### config.mk
export PLATFORM = sky130hd
export DESIGN_NAME = ledmx_ctrl
export DESIGN_NICKNAME = d
export VERILOG_FILES = /design/src/design/led_matrix_diff_command_encoder_defines.svh /design/src/design/ledmx_pkg.sv /design/src/design/ledmx_ctrl.sv
export SDC_FILE = /design/constraint.sdc
export NUM_CORES = 1
export LEC_CHECK = 0
export BUFFER_PORTS_ARGS = -buffer_cell sky130_fd_sc_hd__buf_2
export CAP_MARGIN = 15
export CORE_AREA = 2 2 39 41
export CTS_BUF_LIST = sky130_fd_sc_hd__clkbuf_8
export DETAILED_ROUTE_END_ITERATION = 16
export DIE_AREA = 0 0 41 43
export PLACE_DENSITY_LB_ADDON = 0.2
export SLEW_MARGIN = 30
export SYNTH_ARGS = -nofsm -noshare
export SYNTH_HDL_FRONTEND = slang
export SYNTH_SLANG_ARGS = --single-unit
### constraint.sdc
create_clock -name clk_i -period 3.6 [get_ports clk_i]
set_clock_uncertainty 0.2 [all_clocks]
set_input_delay 0.72 -clock clk_i [delete_from_list [all_inputs] [get_ports clk_i]]
set_output_delay 0.72 -clock clk_i [all_outputs]
set_load 0.05 [all_outputs]
### src/design/led_matrix_diff_command_encoder_defines.svh
// Assertion macros shared by the LED matrix command encoder RTL.
// Define NO_ASSERTIONS to compile every check away.
`ifndef LED_MATRIX_DIFF_COMMAND_ENCODER_DEFINES_SVH
`define LED_MATRIX_DIFF_COMMAND_ENCODER_DEFINES_SVH

`ifndef NO_ASSERTIONS
// Check a property on every rising clock edge outside reset.
`define LEDMX_ASSERT(lbl, clk, rst_n, prop) \
  lbl: assert property (@(posedge clk) disable iff (!rst_n) prop) \
    else $error("ledmx assertion failed");
// Check a property on every rising clock edge, reset included.
`define LEDMX_ASSERT_ALWAYS(lbl, clk, prop) \
  lbl: assert property (@(posedge clk) prop) \
    else $error("ledmx assertion failed");
`else
`define LEDMX_ASSERT(lbl, clk, rst_n, prop)
`define LEDMX_ASSERT_ALWAYS(lbl, clk, prop)
`endif

`endif

### src/design/ledmx_pkg.sv
// Shared types, command codes and helpers of the LED matrix command encoder.
// No dependencies.
`timescale 1ns / 1ps
`default_nettype none

package ledmx_pkg;

  localparam int DEF_COLS = 72;
  localparam int DEF_ROWS = 10;

  localparam logic [7:0] SYNC_BYTE = 8'hFF;
  localparam logic [7:0] OP_CLEAR  = 8'h00;
  localparam logic [7:0] OP_FILL   = 8'h08;
  localparam logic [7:0] OP_PIXEL  = 8'h18;
  localparam logic [7:0] OP_RECT   = 8'h28;

  typedef enum logic [1:0] {
    REQ_PIXEL = 2'd0,
    REQ_CLEAR = 2'd1,
    REQ_FILL  = 2'd2,
    REQ_RECT  = 2'd3
  } req_type_e;

  // controller -> datapath
  typedef struct packed {
    logic clr_en;     // write zero at the sweep address, advance the sweep
    logic load;       // capture the incoming request
    logic rd;         // read the shadow at the pixel address
    logic wr_pix;     // write the new level at the pixel address
    logic fill_step;  // write the level at the rectangle cursor, advance it
    logic emit_adv;   // current command byte taken
  } ledmx_cmd_t;

  // datapath -> controller
  typedef struct packed {
    logic      clr_done;
    req_type_e req_type;
    logic      pix_ok;
    logic      rect_ok;
    logic      pix_diff;
    logic      fill_last;
    logic      byte_last;
  } ledmx_stat_t;

  // Index of the final byte of each command.
  function automatic logic [2:0] last_idx(req_type_e t);
    logic [2:0] r;
    case (t)
      REQ_PIXEL: r = 3'd4;
      REQ_CLEAR: r = 3'd1;
      REQ_FILL:  r = 3'd2;
      REQ_RECT:  r = 3'd6;
      default:   r = 3'd1;
    endcase
    return r;
  endfunction

endpackage

`default_nettype wire

### src/design/ledmx_ctrl.sv
// Controller: sequences the reset sweep, request decode, shadow compare, rectangle
// fill and byte output. Depends on ledmx_pkg.
`timescale 1ns / 1ps
`default_nettype none

module ledmx_ctrl (
  input  wire logic                   clk_i,
  input  wire logic                   rst_ni,
  input  wire ledmx_pkg::ledmx_stat_t stat_i,
  output ledmx_pkg::ledmx_cmd_t       cmd_o,
  input  wire logic                   in_valid_i,
  output logic                        in_ready_o,
  output logic                        out_valid_o,
  input  wire logic                   out_ready_i
);
  import ledmx_pkg::*;

  typedef enum logic [5:0] {
    ST_CLEAR = 6'b000001,
    ST_IDLE  = 6'b000010,
    ST_DEC   = 6'b000100,
    ST_CMP   = 6'b001000,
    ST_FILL  = 6'b010000,
    ST_EMIT  = 6'b100000
  } state_e;

  state_e state_q, state_d;

  always_comb begin
    state_d     = state_q;
    cmd_o       = '0;
    in_ready_o  = 1'b0;
    out_valid_o = 1'b0;
    case (state_q)
      ST_CLEAR: begin
        cmd_o.clr_en = 1'b1;
        if (stat_i.clr_done) begin
          state_d = ST_IDLE;
        end
      end
      ST_IDLE: begin
        in_ready_o = 1'b1;
        if (in_valid_i) begin
          cmd_o.load = 1'b1;
          state_d    = ST_DEC;
        end
      end
      ST_DEC: begin
        case (stat_i.req_type)
          REQ_PIXEL: begin
            if (stat_i.pix_ok) begin
              cmd_o.rd = 1'b1;
              state_d  = ST_CMP;
            end else begin
              state_d = ST_IDLE;
            end
          end
          REQ_RECT: state_d = stat_i.rect_ok ? ST_FILL : ST_IDLE;
          default:  state_d = ST_EMIT;
        endcase
      end
      ST_CMP: begin
        // unchanged pixel: drop it
        if (stat_i.pix_diff) begin
          cmd_o.wr_pix = 1'b1;
          state_d      = ST_EMIT;
        end else begin
          state_d = ST_IDLE;
        end
      end
      ST_FILL: begin
        cmd_o.fill_step = 1'b1;
        if (stat_i.fill_last) begin
          state_d = ST_EMIT;
        end
      end
      ST_EMIT: begin
        out_valid_o = 1'b1;
        if (out_ready_i) begin
          cmd_o.emit_adv = 1'b1;
          if (stat_i.byte_last) begin
            state_d = ST_IDLE;
          end
        end
      end
      default: state_d = ST_CLEAR;
    endcase
  end

  always_ff @(posedge clk_i or negedge rst_ni) begin
    if (!rst_ni) begin
      state_q <= ST_CLEAR;
    end else begin
      state_q <= state_d;
    end
  end

endmodule

`default_nettype wire

==> impl_metrics.tcl <==
set metrics [dict create \
    swShare 0.4219 \
    finalSetupViolCount 0 \
    die_h_um 43 \
    combPwrFrac 0.469 \
    initial_core_util 0.3951 \
    worst_setup_path_start_kind "flip-flop" \
    grt_start_max_net_pins 11 \
    post-route-period-util 0.7994 \
    netlist.area_leader.share 0.2288 \
    path_max_fanout 10 \
    totalWireLength_mm 1.106 \
    fillers 136 \
    drc 0 \
    hold_viol_final 0 \
    cts_resized 0 \
    pwr-share-seq 0.291 \
    slew_viol_final 0 \
    cts_hold_buf 0 \
    io_buffer_count 19 \
    place_inst 90 \
    rsz0062_at_grt "no" \
    post_drt_wl_per_cell_um 11.77 \
    cts_sinks 6 \
    p_sw_uw 180.5 \
    drtIter0Drc 4 \
    timing.final.crit_period_ps 2878 \
    h-tree-depth 1 \
    cts_buffers 3 \
    tritoncts "done" \
    io_pins 20 \
    cp.required_ps 2680 \
    p_int_uw 247.4 \
    gp_congestion 0.7143 \
    antenna_found_initial 0 \
    top_register "state_q" \
    grt_pass1_wl_mm 1.718 \
    ant_nets 0 \
    cts-root-buf "clkbuf_8" \
    reg_top3 "state_q: 6 flops" \
    yosysWarnings 0 \
    synth_fp_nets 72 \
    vias_per_cell 5.468 \
    syn_area_um2 546.8 \
    avgSynthCellArea_um2 9.427 \
    path_cells "or4_4, nor3b_4, and2_2, buf_2" \
    post_cts_buffers 0 \
    fin_nets 93 \
    fin_cells 94 \
    arrival_ps 1960 \
    placementRows 14 \
    syn_inst 58 \
    crit_path_top_delay_cell "or4_4" \
    die_w_um 41 \
    maxCapViolCount 0 \
    path_clk_slew_ps 40 \
    drive_gt1_frac 0.4103 \
    grt_pass1_vias 415 \
    clockBufferDepth 2 \
    core_mm2 0.001384 \
    yosysSeqAreaShare 0.2769 \
    dieArea_mm2 0.001763 \
    seqCellArea_um2 151.4 \
    setup.worst_path.end_class "primary output" \
    criticalPathCategory "flip-flop to primary output" \
    p_clk_frac 0.240 \
    clk_latency_ps 220 \
    fin_setup_tns_ps 0 \
    leakagePower_nw 0.3173 \
    vdd_drop_max_mv 0.4471 \
    multi_input_area_um2 352.8 \
    tightest_slew_ps 357.8 \
    power_density_mw_per_mm2 629.8 \
    synthDistinctLibCells 35 \
    fmax_mhz 347.5 \
    grt_overflow 0 \
    yosys-top-cells-area "dfrtp_1 23%, dfstp_2 4.8%, ha_1 4.6%" \
    max_stage_delay_ps 540 \
    areaGrowthSynthToFinish_pct 24.26 \
    yosysTopAreaCell "dfrtp_1" \
    grt.total_usage 0.1430 \
    largest_reg_flops 6 \
    status "complete, no violations" \
    min_path_type "input pin to asynchronous set/reset pin" \
    num_antenna_cells 0 \
    synth-seq-cells 6 \
    drtPass1Iterations 4 \
    vias 514 \
    relSlewSlack 0.7597 \
]
## stage by stage
step | utilization | total power, mW | instance area (um^2) | hold WS (ps) | setup slack [ps]
2_1_floorplan | - | 0.2966 | 546.8 | 224.4 | 424.2
3_3_place_gp | 0.4584 | 0.3270 | 634.4 | 344.6 | 989.5
3_5_place_dp | 0.4584 | 0.3257 | 634.4 | 348.0 | 967.3
5_1_grt | 0.4910 | 0.4523 | 679.4 | 111.3 | 645.9
4_1_cts | 0.4910 | 0.4334 | 679.4 | 108.8 | 721.1
6_report | 0.4910 | 0.4279 | 679.4 | 112.6 | 722.3
## critical path, delay by kind of cell, from the launching register on
family	cells	cell delay (ps)
buf+inv	1	250
flops	1	470
simple gates	3	1020
## power by group through the flow
stage / clock, mW / sequential, mW / combinational (mW)
floorplan: 0 / 0.0992 / 0.197
global placement: 0 / 0.124 / 0.203
detailed placement: 0 / 0.125 / 0.201
CTS: 0.107 / 0.124 / 0.202
global route: 0.111 / 0.126 / 0.215
finish: 0.103 / 0.124 / 0.201
## synth_stat cells, drive strengths merged
cell and number:
nand2 2, nor3 3, or4 3, nand2b 2
buf 3, o21a 1, o2bb2ai 1, a32o 1
and3 1, a2111oi 1, or2b 1, dfstp 1
and2 3, nor2b 1, a221o 1, or3 1
dfrtp 5, nor2 5, nor4b 1, inv 4
ha 2, a22o 1, o21ai 1, nor4 1
a21oi 1, nand3b 2, or4b 2, nor3b 4
a311o 1, xnor2 2
## cell families (layout without fill, tap and decap cells)
| group | after synthesis | in the layout | share of synthesized area |
|---|---|---|---|
| simple gates | 32 | 32 | 0.4188 |
| compound gates | 9 | 9 | 0.1487 |
| fa+ha+maj | 2 | 2 | 0.04576 |
| buf+inv | 7 | 27 | 0.07778 |
| flops | 6 | 6 | 0.2769 |
| xor+xnor | 2 | 2 | 0.03204 |
## path summary, 6_finish.rpt
kind	from	end	slack, ps	cells past startpoint
setup / recovery	state_q[2]	cmd_o[4]	720	4
setup reg to reg	state_q[2]	state_q[0]	1660	4
hold / removal	rst_ni	state_q[1]	110	1
max in group asynchronous	rst_ni	state_q[0]	2870	1
min in group clk_i	state_q[0]	state_q[0]	460	1
hold reg to reg	state_q[0]	state_q[0]	460	1
## placed cells by master, fill, tap and decap left out, drive strengths merged
cell type / count
or4b: 2
o2bb2ai: 1
or2b: 1
xnor2: 2
nor4: 1
dfstp: 1
a2111oi: 1
and2: 3
a22o: 1
nor2: 5
a221o: 1
nand3b: 2
a311o: 1
a32o: 1
buf: 19
nor2b: 1
nand2b: 2
nor4b: 1
a21oi: 1
o21a: 1
clkbuf: 3
or3: 1
and3: 1
inv: 5
dfrtp: 5
o21ai: 1
nor3b: 4
nand2: 2
or4: 3
nor3: 3
ha: 2
## metal layers
metal | up-vias | wire [um] | GRT usage
li1 | 255 | - | -
met1 | 242 | 529 | 0.2060
met2 | 17 | 513 | 0.2000
met3 | 0 | 62 | 0.04712
met4 | 0 | 0 | 0.04000
met5 | - | 0 | 0
## layout make-up
class	instances	area share
Timing Repair Buffer	19	0.1400
Tap cell	16	0.02947
Sequential cell	6	0.2228
Clock buffer	3	0.06077
Clock inverter	1	0.005525
Inverter	4	0.02210
Multi-Input combinational cell	45	0.5193
Note: power is estimated with default switching activity, not from simulation.
